==> src/rtl/core/adsr_env_pkg.sv <==
// Shared types, constants and microcode ROM for the stereo ADSR envelope.
// No dependencies; used by adsr_env_div and adsr_envelope_stereo in rtl/core.
package adsr_env_pkg;

    localparam int REG_W     = 20;      // config register width
    localparam int T_W       = 21;      // elapsed sample counter width
    localparam int NUM_W     = 20;      // gain numerator width
    localparam int DEN_W     = 21;      // gain denominator width
    localparam int SMP_W     = 16;      // audio sample width
    localparam int CMP_W     = 23;      // signed width for segment compares
    localparam int PROD_W    = SMP_W + NUM_W;
    localparam int DIV_ITERS = PROD_W;
    localparam int CNT_W     = $clog2(DIV_ITERS);
    localparam int ADDR_W    = 5;
    localparam int DATA_W    = 32;

    localparam logic [T_W-1:0] T_MAX = {T_W{1'b1}};

    localparam logic [REG_W-1:0] DURATION_RST = REG_W'(4410);
    localparam logic [REG_W-1:0] ATTACK_RST   = REG_W'(1323);
    localparam logic [REG_W-1:0] DECAY_RST    = REG_W'(882);
    localparam logic [REG_W-1:0] SUSTAIN_RST  = REG_W'(1323);
    localparam logic [REG_W-1:0] RELEASE_RST  = REG_W'(882);

    // register indexes (byte address / 4)
    localparam logic [2:0] IDX_DURATION = 3'd0;
    localparam logic [2:0] IDX_ATTACK   = 3'd1;
    localparam logic [2:0] IDX_DECAY    = 3'd2;
    localparam logic [2:0] IDX_SUSTAIN  = 3'd3;
    localparam logic [2:0] IDX_RELEASE  = 3'd4;

    // jump conditions
    typedef enum logic [2:0] {
        COND_NEVER,
        COND_ALWAYS,
        COND_NO_IN,
        COND_DIV_BUSY,
        COND_OUT_FULL
    } cond_t;

    // program steps
    typedef enum logic [3:0] {
        ST_IDLE,
        ST_PREP,
        ST_SEL,
        ST_MUL_L,
        ST_MUL_R,
        ST_DIV_INIT,
        ST_DIV_STEP,
        ST_FIN,
        ST_RET
    } step_t;

    typedef struct packed {
        logic  in_rdy;
        logic  prep;
        logic  sel;
        logic  mul_l;
        logic  mul_r;
        logic  div_init;
        logic  div_step;
        logic  out_ld;
        cond_t cond;
        step_t target;
    } ucw_t;

    typedef struct packed {
        logic init;
        logic step;
    } div_ctl_t;

    // control store: one word per step, jump to target when cond holds
    function automatic ucw_t ucode(input step_t s);
        ucw_t w;
        begin
            w        = '0;
            w.cond   = COND_NEVER;
            w.target = ST_IDLE;
            case (s)
                ST_IDLE:
                begin
                    w.in_rdy = 1'b1;
                    w.cond   = COND_NO_IN;
                    w.target = ST_IDLE;
                end
                ST_PREP:     w.prep     = 1'b1;
                ST_SEL:      w.sel      = 1'b1;
                ST_MUL_L:    w.mul_l    = 1'b1;
                ST_MUL_R:    w.mul_r    = 1'b1;
                ST_DIV_INIT: w.div_init = 1'b1;
                ST_DIV_STEP:
                begin
                    w.div_step = 1'b1;
                    w.cond     = COND_DIV_BUSY;
                    w.target   = ST_DIV_STEP;
                end
                ST_FIN:
                begin
                    w.out_ld = 1'b1;
                    w.cond   = COND_OUT_FULL;
                    w.target = ST_FIN;
                end
                ST_RET:
                begin
                    w.cond   = COND_ALWAYS;
                    w.target = ST_IDLE;
                end
                default:
                begin
                    w.cond   = COND_ALWAYS;
                    w.target = ST_IDLE;
                end
            endcase
            return w;
        end
    endfunction

endpackage

==> src/rtl/core/adsr_env_div.sv <==
// One lane of the restoring divider: one quotient bit per step.
// Depends on adsr_env_pkg (widths, div_ctl_t).
module adsr_env_div (
    input  logic                                clk,
    input  adsr_env_pkg::div_ctl_t              ctl,
    input  logic [adsr_env_pkg::PROD_W-1:0]     dividend,
    input  logic [adsr_env_pkg::DEN_W-1:0]      divisor,
    output logic [adsr_env_pkg::PROD_W-1:0]     quotient
);

    logic [adsr_env_pkg::PROD_W-1:0] q_reg, q_next;
    logic [adsr_env_pkg::DEN_W-1:0]  rem_reg, rem_next;
    logic [adsr_env_pkg::DEN_W:0]    rem_sh, diff;
    logic                            fits;

    always_comb
    begin
        rem_sh = {rem_reg, q_reg[adsr_env_pkg::PROD_W-1]};
        diff   = rem_sh - {1'b0, divisor};
        fits   = (rem_sh >= {1'b0, divisor});
        q_next   = q_reg;
        rem_next = rem_reg;
        if (ctl.init)
        begin
            q_next   = dividend;
            rem_next = '0;
        end
        else if (ctl.step)
        begin
            q_next   = {q_reg[adsr_env_pkg::PROD_W-2:0], fits};
            rem_next = fits ? diff[adsr_env_pkg::DEN_W-1:0]
                            : rem_sh[adsr_env_pkg::DEN_W-1:0];
        end
    end

    always_ff @(posedge clk)
    begin
        q_reg   <= q_next;
        rem_reg <= rem_next;
    end

    assign quotient = q_reg;

endmodule

==> src/rtl/core/adsr_envelope_stereo.sv <==
// Top level of the stereo ADSR envelope: APB register file, microcoded
// sequencer, shared multiplier and two divider lanes.
// Depends on adsr_env_pkg and adsr_env_div.

// Scales each stereo beat by a piecewise-linear envelope of the elapsed
// sample count t (attack ramp, decay ramp, sustain level, release ramp,
// else unity), computed exactly as sample * num / den truncated toward zero
// and saturated to 16 bits. Beats are processed one at a time: after a beat
// is accepted the sequencer steps through prep, select, left and right
// multiply, divide init, the 36-iteration restoring divide (both channels
// divide side by side, one quotient bit per clock), output load and return
// before it accepts the next beat. The result register lets the next beat
// be accepted while a result waits for m_axis_tready. tuser carries the
// restart flag, which zeroes t before the beat; tlast flags the beat after
// which t reaches duration_len. t stops at its maximum rather than
// wrapping. Registers (20 bits, byte address 4*i): duration, attack, decay,
// sustain, release; writes at other addresses are dropped. Outputs are
// zero when release+decay is zero or t has reached duration.
module adsr_envelope_stereo (
    input  logic                               clk,
    input  logic                               rst_n,
    // config port
    input  logic                               psel,
    input  logic                               penable,
    input  logic                               pwrite,
    input  logic [adsr_env_pkg::ADDR_W-1:0]    paddr,
    input  logic [adsr_env_pkg::DATA_W-1:0]    pwdata,
    output logic [adsr_env_pkg::DATA_W-1:0]    prdata,
    output logic                               pready,
    // input stream
    input  logic                               s_axis_tvalid,
    output logic                               s_axis_tready,
    input  logic [31:0]                        s_axis_tdata,  // left_in, right_in
    input  logic                               s_axis_tuser,  // restart
    // output stream
    output logic                               m_axis_tvalid,
    input  logic                               m_axis_tready,
    output logic [31:0]                        m_axis_tdata,  // left_out, right_out
    output logic                               m_axis_tlast   // note_done
);

    localparam int RW = adsr_env_pkg::REG_W;
    localparam int TW = adsr_env_pkg::T_W;
    localparam int CW = adsr_env_pkg::CMP_W;
    localparam int SW = adsr_env_pkg::SMP_W;
    localparam int NW = adsr_env_pkg::NUM_W;
    localparam int DW = adsr_env_pkg::DEN_W;
    localparam int PW = adsr_env_pkg::PROD_W;

    // ---------------- config registers ----------------
    logic [RW-1:0] dur_reg, att_reg, dec_reg, sus_reg, rel_reg;
    logic          cfg_wr;
    logic [2:0]    cfg_idx;

    assign pready  = 1'b1;
    assign cfg_wr  = psel && penable && pwrite && pready;
    assign cfg_idx = paddr[4:2];

    always_ff @(posedge clk or negedge rst_n)
    begin
        if (!rst_n)
        begin
            dur_reg <= adsr_env_pkg::DURATION_RST;
            att_reg <= adsr_env_pkg::ATTACK_RST;
            dec_reg <= adsr_env_pkg::DECAY_RST;
            sus_reg <= adsr_env_pkg::SUSTAIN_RST;
            rel_reg <= adsr_env_pkg::RELEASE_RST;
        end
        else if (cfg_wr)
        begin
            case (cfg_idx)
                adsr_env_pkg::IDX_DURATION: dur_reg <= pwdata[RW-1:0];
                adsr_env_pkg::IDX_ATTACK:   att_reg <= pwdata[RW-1:0];
                adsr_env_pkg::IDX_DECAY:    dec_reg <= pwdata[RW-1:0];
                adsr_env_pkg::IDX_SUSTAIN:  sus_reg <= pwdata[RW-1:0];
                adsr_env_pkg::IDX_RELEASE:  rel_reg <= pwdata[RW-1:0];
                default: ;
            endcase
        end
    end

    always_comb
    begin
        case (cfg_idx)
            adsr_env_pkg::IDX_DURATION: prdata = 32'(dur_reg);
            adsr_env_pkg::IDX_ATTACK:   prdata = 32'(att_reg);
            adsr_env_pkg::IDX_DECAY:    prdata = 32'(dec_reg);
            adsr_env_pkg::IDX_SUSTAIN:  prdata = 32'(sus_reg);
            adsr_env_pkg::IDX_RELEASE:  prdata = 32'(rel_reg);
            default:                    prdata = '0;
        endcase
    end

    // ---------------- sequencer ----------------
    adsr_env_pkg::step_t pc_reg, pc_next;
    adsr_env_pkg::ucw_t  uc;
    logic [adsr_env_pkg::CNT_W-1:0] cnt_reg, cnt_next;
    logic out_valid_reg, out_full, jump;
    logic in_acc, out_ld;

    // control word outputs
    always_comb
    begin
        uc = adsr_env_pkg::ucode(pc_reg);
    end

    assign out_full = out_valid_reg && !m_axis_tready;
    assign s_axis_tready = uc.in_rdy;
    assign in_acc = s_axis_tvalid && s_axis_tready;
    assign out_ld = uc.out_ld && !out_full;

    // next step
    always_comb
    begin
        case (uc.cond)
            adsr_env_pkg::COND_NEVER:    jump = 1'b0;
            adsr_env_pkg::COND_ALWAYS:   jump = 1'b1;
            adsr_env_pkg::COND_NO_IN:    jump = !s_axis_tvalid;
            adsr_env_pkg::COND_DIV_BUSY: jump = (cnt_reg != '0);
            adsr_env_pkg::COND_OUT_FULL: jump = out_full;
            default:                     jump = 1'b1;
        endcase
        pc_next = jump ? uc.target : adsr_env_pkg::step_t'(pc_reg + 4'd1);
    end

    always_comb
    begin
        cnt_next = cnt_reg;
        if (uc.div_init)
            cnt_next = adsr_env_pkg::CNT_W'(adsr_env_pkg::DIV_ITERS - 1);
        else if (uc.div_step)
            cnt_next = cnt_reg - 1'b1;
    end

    always_ff @(posedge clk or negedge rst_n)
    begin
        if (!rst_n)
        begin
            pc_reg  <= adsr_env_pkg::ST_IDLE;
            cnt_reg <= '0;
        end
        else
        begin
            pc_reg  <= pc_next;
            cnt_reg <= cnt_next;
        end
    end

    // ---------------- datapath ----------------
    logic                 restart_reg;
    logic signed [SW-1:0] left_reg, right_reg;
    logic [TW-1:0]        t_reg;

    // derived segment bounds (prep step)
    logic signed [CW-1:0] dmrs_reg, dmr_reg, dms_reg;
    logic [DW-1:0]        apd_reg, den_sum_reg;

    // gain and magnitudes (select step)
    logic [NW-1:0] num_reg;
    logic [DW-1:0] den_reg;
    logic [SW-1:0] mag_l_reg, mag_r_reg;
    logic          neg_l_reg, neg_r_reg, done_reg;
    logic [PW-1:0] prod_l_reg, prod_r_reg;

    always_ff @(posedge clk)
    begin
        if (in_acc)
        begin
            restart_reg <= s_axis_tuser;
            left_reg    <= s_axis_tdata[15:0];
            right_reg   <= s_axis_tdata[31:16];
        end
    end

    logic signed [CW-1:0] d_s, r_s, s_s;
    assign d_s = $signed({3'b0, dur_reg});
    assign r_s = $signed({3'b0, rel_reg});
    assign s_s = $signed({3'b0, sus_reg});

    always_ff @(posedge clk)
    begin
        if (uc.prep)
        begin
            dmrs_reg    <= d_s - r_s - s_s;
            dmr_reg     <= d_s - r_s;
            dms_reg     <= d_s - s_s;
            apd_reg     <= {1'b0, att_reg} + {1'b0, dec_reg};
            den_sum_reg <= {1'b0, rel_reg} + {1'b0, dec_reg};
        end
    end

    // segment choice, first match wins
    logic signed [CW-1:0] t_s, dec_num;
    logic [TW-1:0]        t_inc, rel_num;
    logic                 seg_zero, seg_att, seg_dec, seg_sus, seg_rel;
    logic [NW-1:0]        num_sel;
    logic [DW-1:0]        den_sel;

    always_comb
    begin
        t_s      = $signed({2'b0, t_reg});
        dec_num  = dms_reg - t_s;
        rel_num  = {1'b0, dur_reg} - t_reg;
        seg_zero = (den_sum_reg == '0) || (t_reg >= {1'b0, dur_reg});
        seg_att  = (t_reg < {1'b0, att_reg});
        seg_dec  = (t_reg > {1'b0, att_reg}) && (t_s < dmrs_reg);
        seg_sus  = (t_reg > apd_reg) && (t_s < dmr_reg);
        seg_rel  = (t_s > dmr_reg);
        den_sel  = den_sum_reg;
        if (seg_zero)
        begin
            num_sel = '0;
            den_sel = DW'(1);
        end
        else if (seg_att)
        begin
            num_sel = t_reg[NW-1:0];
            den_sel = {1'b0, att_reg};
        end
        else if (seg_dec)
            num_sel = dec_num[NW-1:0];
        else if (seg_sus)
            num_sel = dec_reg;
        else if (seg_rel)
            num_sel = rel_num[NW-1:0];
        else
        begin
            // unity gain
            num_sel = NW'(1);
            den_sel = DW'(1);
        end
        t_inc = (t_reg == adsr_env_pkg::T_MAX) ? t_reg : t_reg + 1'b1;
    end

    always_ff @(posedge clk or negedge rst_n)
    begin
        if (!rst_n)
            t_reg <= '0;
        else if (uc.prep && restart_reg)
            t_reg <= '0;
        else if (uc.sel)
            t_reg <= t_inc;
    end

    always_ff @(posedge clk)
    begin
        if (uc.sel)
        begin
            num_reg   <= num_sel;
            den_reg   <= den_sel;
            neg_l_reg <= left_reg[SW-1];
            neg_r_reg <= right_reg[SW-1];
            mag_l_reg <= left_reg[SW-1] ? (~left_reg + 1'b1) : left_reg;
            mag_r_reg <= right_reg[SW-1] ? (~right_reg + 1'b1) : right_reg;
            done_reg  <= (t_inc >= {1'b0, dur_reg});
        end
    end

    // one multiplier, left then right
    logic [PW-1:0] mul_p;
    assign mul_p = PW'(uc.mul_l ? mag_l_reg : mag_r_reg) * PW'(num_reg);

    always_ff @(posedge clk)
    begin
        if (uc.mul_l)
            prod_l_reg <= mul_p;
        if (uc.mul_r)
            prod_r_reg <= mul_p;
    end

    // divider lanes
    adsr_env_pkg::div_ctl_t div_ctl;
    logic [PW-1:0] quo_l, quo_r;

    assign div_ctl.init = uc.div_init;
    assign div_ctl.step = uc.div_step;

    adsr_env_div u_div_l (
        .clk      (clk),
        .ctl      (div_ctl),
        .dividend (prod_l_reg),
        .divisor  (den_reg),
        .quotient (quo_l)
    );

    adsr_env_div u_div_r (
        .clk      (clk),
        .ctl      (div_ctl),
        .dividend (prod_r_reg),
        .divisor  (den_reg),
        .quotient (quo_r)
    );

    // apply sign and clamp to 16 bits
    function automatic logic [SW-1:0] sat_sign(input logic [PW-1:0] q, input logic neg);
        logic [SW-1:0] r;
        begin
            if (neg)
            begin
                if (q >= PW'(32768))
                    r = 16'h8000;
                else
                    r = ~q[SW-1:0] + 1'b1;
            end
            else
            begin
                if (q > PW'(32767))
                    r = 16'h7FFF;
                else
                    r = q[SW-1:0];
            end
            return r;
        end
    endfunction

    // ---------------- output register ----------------
    logic [SW-1:0] out_l_reg, out_r_reg;
    logic          out_last_reg;

    always_ff @(posedge clk)
    begin
        if (out_ld)
        begin
            out_l_reg    <= sat_sign(quo_l, neg_l_reg);
            out_r_reg    <= sat_sign(quo_r, neg_r_reg);
            out_last_reg <= done_reg;
        end
    end

    always_ff @(posedge clk or negedge rst_n)
    begin
        if (!rst_n)
            out_valid_reg <= 1'b0;
        else if (out_ld)
            out_valid_reg <= 1'b1;
        else if (m_axis_tready)
            out_valid_reg <= 1'b0;
    end

    assign m_axis_tvalid = out_valid_reg;
    assign m_axis_tdata  = {out_r_reg, out_l_reg};
    assign m_axis_tlast  = out_last_reg;

endmodule

==> config.mk <==
export PLATFORM = sky130hd
export DESIGN_NAME = adsr_envelope_stereo
export DESIGN_NICKNAME = d
export VERILOG_FILES = /design/src/rtl/core/adsr_env_pkg.sv /design/src/rtl/core/adsr_env_div.sv /design/src/rtl/core/adsr_envelope_stereo.sv
export SDC_FILE = /design/constraint.sdc
export NUM_CORES = 2
export LEC_CHECK = 0
export ABC_AREA = 1
export ABC_CLOCK_PERIOD_IN_PS = 8400
export BUFFER_PORTS_ARGS = -buffer_cell sky130_fd_sc_hd__buf_2
export CORE_ASPECT_RATIO = 0.75
export CORE_UTILIZATION = 55
export DETAILED_ROUTE_END_ITERATION = 12
export HOLD_SLACK_MARGIN = 0.15
export PLACE_DENSITY = 0.78
export SLEW_MARGIN = 10
export SYNTH_ARGS = -nofsm -noshare
export SYNTH_HDL_FRONTEND = slang
export SYNTH_SLANG_ARGS = --single-unit
==> constraint.sdc <==
create_clock -name clk -period 8.4 [get_ports clk]
set_clock_uncertainty 0.15 [all_clocks]
set_input_delay 0.84 -clock clk [delete_from_list [all_inputs] [get_ports clk]]
set_output_delay 0.84 -clock clk [all_outputs]
set_load 0.01 [all_outputs]
Yosys cells after proc, flatten, opt, wreduce, memory -nomap -nowiden
Cells that the tools add are included.
{"block": "classes", "n_addsub": 16, "multipliers": 1, "n_lt_le_gt_ge": 14, "n_eq_ne": 15, "n_mux": 42, "bitwise_logic": 4, "n_reduce_logical": 27}
{"operator": "21-bit two-way mux", "count": 8}
{"operator": "36-bit two-way mux", "count": 4}
{"operator": "16-bit two-way mux", "count": 7}
{"operator": "20-bit two-way mux", "count": 5}
{"operator": "20-bit one-hot mux with 5 select lines", "count": 1}
{"operator": "36-bit by 16-bit greater-or-equal comparator with 1-bit output, second input constant", "count": 2}
{"operator": "36-bit by 15-bit greater-than comparator with 1-bit output, second input constant", "count": 2}
{"operator": "16-bit by 1-bit adder with 16-bit output, second input constant", "count": 4}
{"operator": "16-bit inverter", "count": 4}
{"operator": "20-bit subtractor", "count": 3}
{"operator": "22-bit by 23-bit < comparator with 1-bit output", "count": 2}
{"operator": "22-bit by 21-bit greater-or-equal comparator with 1-bit output", "count": 2}
{"operator": "20-bit by 20-bit adder with 21-bit output", "count": 2}
{"operator": "21-bit by 20-bit greater-or-equal comparator with 1-bit output", "count": 2}
{"operator": "21-bit subtractor", "count": 2}
{"operator": "16-bit by 20-bit multiplier with 36-bit output", "count": 1}
{"operator": "15-bit two-way mux", "count": 2}
{"operator": "7-bit one-hot mux with 4 select lines", "count": 1}
{"operator": "22-bit by 23-bit greater-than comparator with 1-bit output", "count": 1}
{"operator": "23-bit by 21-bit subtractor with 23-bit output", "count": 1}
{"operator": "21-bit by 1-bit adder with 21-bit output, second input constant", "count": 1}
{"operator": "21-bit == test, second input constant", "count": 1}
{"operator": "21-bit by 20-bit greater-than comparator with 1-bit output", "count": 1}
{"operator": "21-bit greater-than comparator", "count": 1}
{"operator": "25 further kinds", "count": 59}
{"block": "word_totals", "reg_bits": 568, "elab_cells": 155}

Longest topological paths before layout
{"block": "depth", "ltp_word": 6, "depth_mapped": 32, "depth_no_buf": 31}

Cells and area by module
A second synthesis with hierarchy kept.
{"block": "hier_totals", "cells_unflattened": 5950, "area_unflattened_um2": 48119.9}
{"module": "adsr_envelope_stereo", "instances": 1, "cells_per_inst": 4734, "area_each_um2": 39764.4}
{"module": "adsr_env_div", "instances": 2, "cells_per_inst": 608, "area_each_um2": 4177.8}

Worst setup path before layout
No wires, ideal clock.
{"block": "synth_path", "path_kind": "register -> register", "startpoint": "register pc_reg[0]", "endpoint": "register prod_l_reg[28], data pin", "t_arrival_ps": 7128, "t_required_ps": 7984, "slack_ps": 856, "stages_incl_launch_ff": 28, "path_buffers": 2, "path_cell_list": "dfrtp_1 > ha_1 > inv_1 > nor2_4 > clkbuf_1 > or2_2 > o21ai_2 > inv_2 > buf_2 > nand2_1 > fa_1 > inv_1 > fa_1 > fa_1 > fa_1 > fa_1 > inv_1 > fa_1 > inv_1 > ha_1 > nand2_1 > nor2_1 > inv_1 > nor3_1 > nand3_1 > nand3_1 > a21oi_1 > xor2_1"}
{"block": "synth_between", "elab_chain_cells": 4}
{"element": "from (decl)", "line": "adsr_envelope_stereo.sv:95", "source": "adsr_env_pkg::step_t pc_reg, pc_next;"}
{"element": "from (signal assigned)", "line": "adsr_envelope_stereo.sv:139", "source": "pc_reg <= adsr_env_pkg::ST_IDLE;"}
{"element": "from (signal assigned)", "line": "adsr_envelope_stereo.sv:144", "source": "pc_reg <= pc_next;"}
{"element": "4-bit by 2-bit == test with 1-bit output", "line": "adsr_env_pkg.sv:79", "source": "case (s)"}
{"element": "1-bit two-way mux", "line": "adsr_env_pkg.sv:79"}
{"element": "16-bit two-way mux", "line": "adsr_envelope_stereo.sv:261", "source": "assign mul_p = PW'(uc.mul_l ? mag_l_reg : mag_r_reg) * PW'(num_reg);"}
{"element": "16-bit by 20-bit multiplier with 36-bit output", "line": "adsr_envelope_stereo.sv:261"}
{"element": "named net mul_p[28]", "line": "adsr_envelope_stereo.sv:260", "source": "logic [PW-1:0] mul_p;"}
{"element": "to (signal assigned)", "line": "adsr_envelope_stereo.sv:266", "source": "prod_l_reg <= mul_p;"}
{"element": "to (decl)", "line": "adsr_envelope_stereo.sv:163", "source": "logic [PW-1:0] prod_l_reg, prod_r_reg;"}
The timed path passes the listed nets, and every way through them passes these cells.
A chain may end at the register's enable or synchronous reset.

Final worst setup path
{"block": "layout_path", "startpoint": "register pc_reg[0]", "endpoint": "register prod_r_reg[31], data pin"}
{"block": "layout_between", "elab_chain_cells": 4}
{"element": "4-bit by 2-bit == test with 1-bit output", "line": "adsr_env_pkg.sv:79"}
{"element": "1-bit two-way mux", "line": "adsr_env_pkg.sv:79"}
{"element": "16-bit two-way mux", "line": "adsr_envelope_stereo.sv:261"}
{"element": "16-bit by 20-bit multiplier with 36-bit output", "line": "adsr_envelope_stereo.sv:261"}
{"element": "named net mul_p[31]", "line": "adsr_envelope_stereo.sv:260"}
{"element": "to (signal assigned)", "line": "adsr_envelope_stereo.sv:268", "source": "prod_r_reg <= mul_p;"}
{"element": "to (decl)", "line": "adsr_envelope_stereo.sv:163"}
The timed path passes the listed nets, and every way through them passes these cells.

==> results.tsv <==
metric	value	unit
setup_tns	0	ns
clk_latency	0.68	ns
antenna_found_initial	7	
start_util	55.70	%
cts_buffers	59	
hold_violations	0	
grt.total_usage	37.17	%
dp_hpwl	129300	microns
slew_headroom	13.97	%
synth_area_leaders	edfxtp_1 (25%), ha_1 (11%), fa_1 (11%), nand2_1 (11%), inv_1 (7.0%)	
num-fill-cells	7413	
clock_path_buffers	3	
grt_max_degree	86	
wire_per_inst	23.46	microns
yosysSeqAreaShare	34.04	%
critPathKind	flop to flop	
synth.most_common_cell	nand2_1	
period_share	92.38	%
synth-async-reset-ratio	23.32	%
grt_pass1_wl	237000	microns
synthTopCellsByCount	nand2_1 (1,325), inv_1 (877), nor2_1 (452)	
clock_sinks	566	
rows	92	
synth_edf_count	392	
yosys_warnings	0	
seq_area	15950	sq um
cts_max_level	2	
portBuffers	117	
cts_tree	done	
dr.pass1.iters	6	
setup_viol	0	
maxCapViolations	0	
startpoint_type	flop	
end_kind	flop	
die_w	339.1	microns
drt-initial-drc-count	5311	
viasPerCell	5.837	
clk_pin_slew	0.06	ns
chipHeight	254.8	microns
coreArea	84150	sq um
synth_top_area_share	25.12	%
grt_setup_unrepaired	no	
cp_max_fo	22	
worstMarginPinSlew	1.287	ns
cts_root_buf	clkbuf_16	
cp_data_required_time	8.75	ns
synth_cell_types	68	
hold_ws	0.2054	ns
area_growth	8.294	%
grt_pass1_vias	36810	
wl	162800	microns
drv_slew	0	
gp_congestion	1.082	
hp-class	input pin to flop	
drtAntennaViolNets	0	
overflow	0	
arrival	8.11	ns
post-cts-setup-buffers	0	
ys_seq_elements	566	
max_freq	128.9	MHz
status	completed	
syn_area	46870	sq um
synthCells	5661	
dr_total_vias	40510	
synth_area_per_cell	8.279	sq um
remaining_drc_errors	0	
die-area	86400	sq um
multi_input_area	26890	sq um
pin_count	145	
min_period	7.760	ns
drive_gt1_share	6.701	%
yosysTopAreaCell	edfxtp_1	
ys.flop_type	edfxtp_1	
nets	6512	
[layer usage]
metal	GRT usage (%)	vias to the layer above	part of all wire [%]
met5	0	-	0.017
met4	7.731	4	2.2
met3	15.36	243	15
met2	47.14	2237	37
met1	57.55	19330	46
li1	-	18690	-
[repair_timing]
| action | CTS | global route |
|---|---|---|
| hold buffers | 1 | 0 |
| resized for setup | 0 | 0 |
| endpoints found under the hold margin | 60 | 0 |
[per-stage QoR]
step	std cells	setup WS [ns]	instance area (sq um)	util, %
3_5_place_dp	6821	0.7216	48610	57.76
5_1_grt	6933	0.1455	50740	60.30
4_1_cts	6933	0.6911	50740	60.30
2_1_floorplan	5672	0.8557	46910	-
6_report	6939	0.6397	50760	60.32
3_3_place_gp	6821	0.8097	48610	57.76
[final cells by class]
| cell class | instances | area share [%] |
|---|---|---|
| diodes | 6 | 0.02958 |
| clock buffers | 66 | 3.020 |
| clock inverters | 45 | 1.166 |
| inverters | 898 | 6.648 |
| multi-input cells | 4061 | 52.99 |
| flip-flops and latches | 566 | 31.43 |
| well taps | 1128 | 2.781 |
| repair buffers | 169 | 1.940 |
[cells by family (layout without fill, tap and decap cells)]
logic type	Yosys count	count (layout)	synth area share (%)
simple gates	2226	2226	19.65
buf+inv	1045	1178	8.794
compound gates	911	911	10.89
fa+ha+maj	680	680	22.30
flops	566	566	34.04
xor+xnor	231	231	4.317
other cells	2	19	0.01602
[final timing paths]
kind | cells past startpoint | slack [ns] | start | end
max | 26 | 0.64 | pc_reg[0] | prod_r_reg[31]
min | 1 | 0.21 | s_axis_tdata[15] | left_reg[15]
max reg2reg | 26 | 0.64 | pc_reg[0] | prod_r_reg[31]
min reg2reg | 0 | 0.28 | done_reg | m_axis_tlast
max in group asynchronous | 3 | 6.16 | rst_n | t_reg[5]
min in group asynchronous | 2 | 0.65 | rst_n | sus_reg[9]
[worst max-delay path, stage by stage (launching register included)]
cell and delay (ns):
dfrtp_1 0.42, ha_1 0.26, inv_1 0.12, nor2_4 0.06
buf_4 0.21, or2_2 0.29, o21ai_1 0.18, clkinv_1 0.37
buf_4 0.32, nand2_1 0.10, fa_1 0.44, fa_1 0.52
inv_1 0.05, fa_1 0.47, fa_1 0.52, fa_1 0.54
inv_1 0.05, fa_1 0.63, inv_1 0.07, ha_1 0.38
nand2_1 0.13, nor4_1 0.63, nand3_1 0.13, nand3_1 0.17
nand2_1 0.06, nand2_1 0.08, xor2_1 0.21
[cell usage in the layout, fill, tap and decap left out, types with 22 or more instances in the layout]
master        n
o21ai_0     369
o211ai_1     22
dfxtp_1      42
nand2_1    1325
dfrtp_1     102
o21bai_1     22
edfxtp_1    392
ha_1        421
dfstp_2      30
o22ai_1      24
nand4_1      75
a21oi_1     316
fa_1        259
o21ai_1      25
buf_4        51
xor2_1      149
nor4_1       35
nor2_1      446
nand3_1     227
inv_1       875
nor3_1       57
buf_2       116
clkbuf_16    59
a21o_1       26
xnor2_1      82
Power is left out: the tool's default activity adds up to more than one toggle a clock period on the data nets, which glitch-free logic cannot reach.
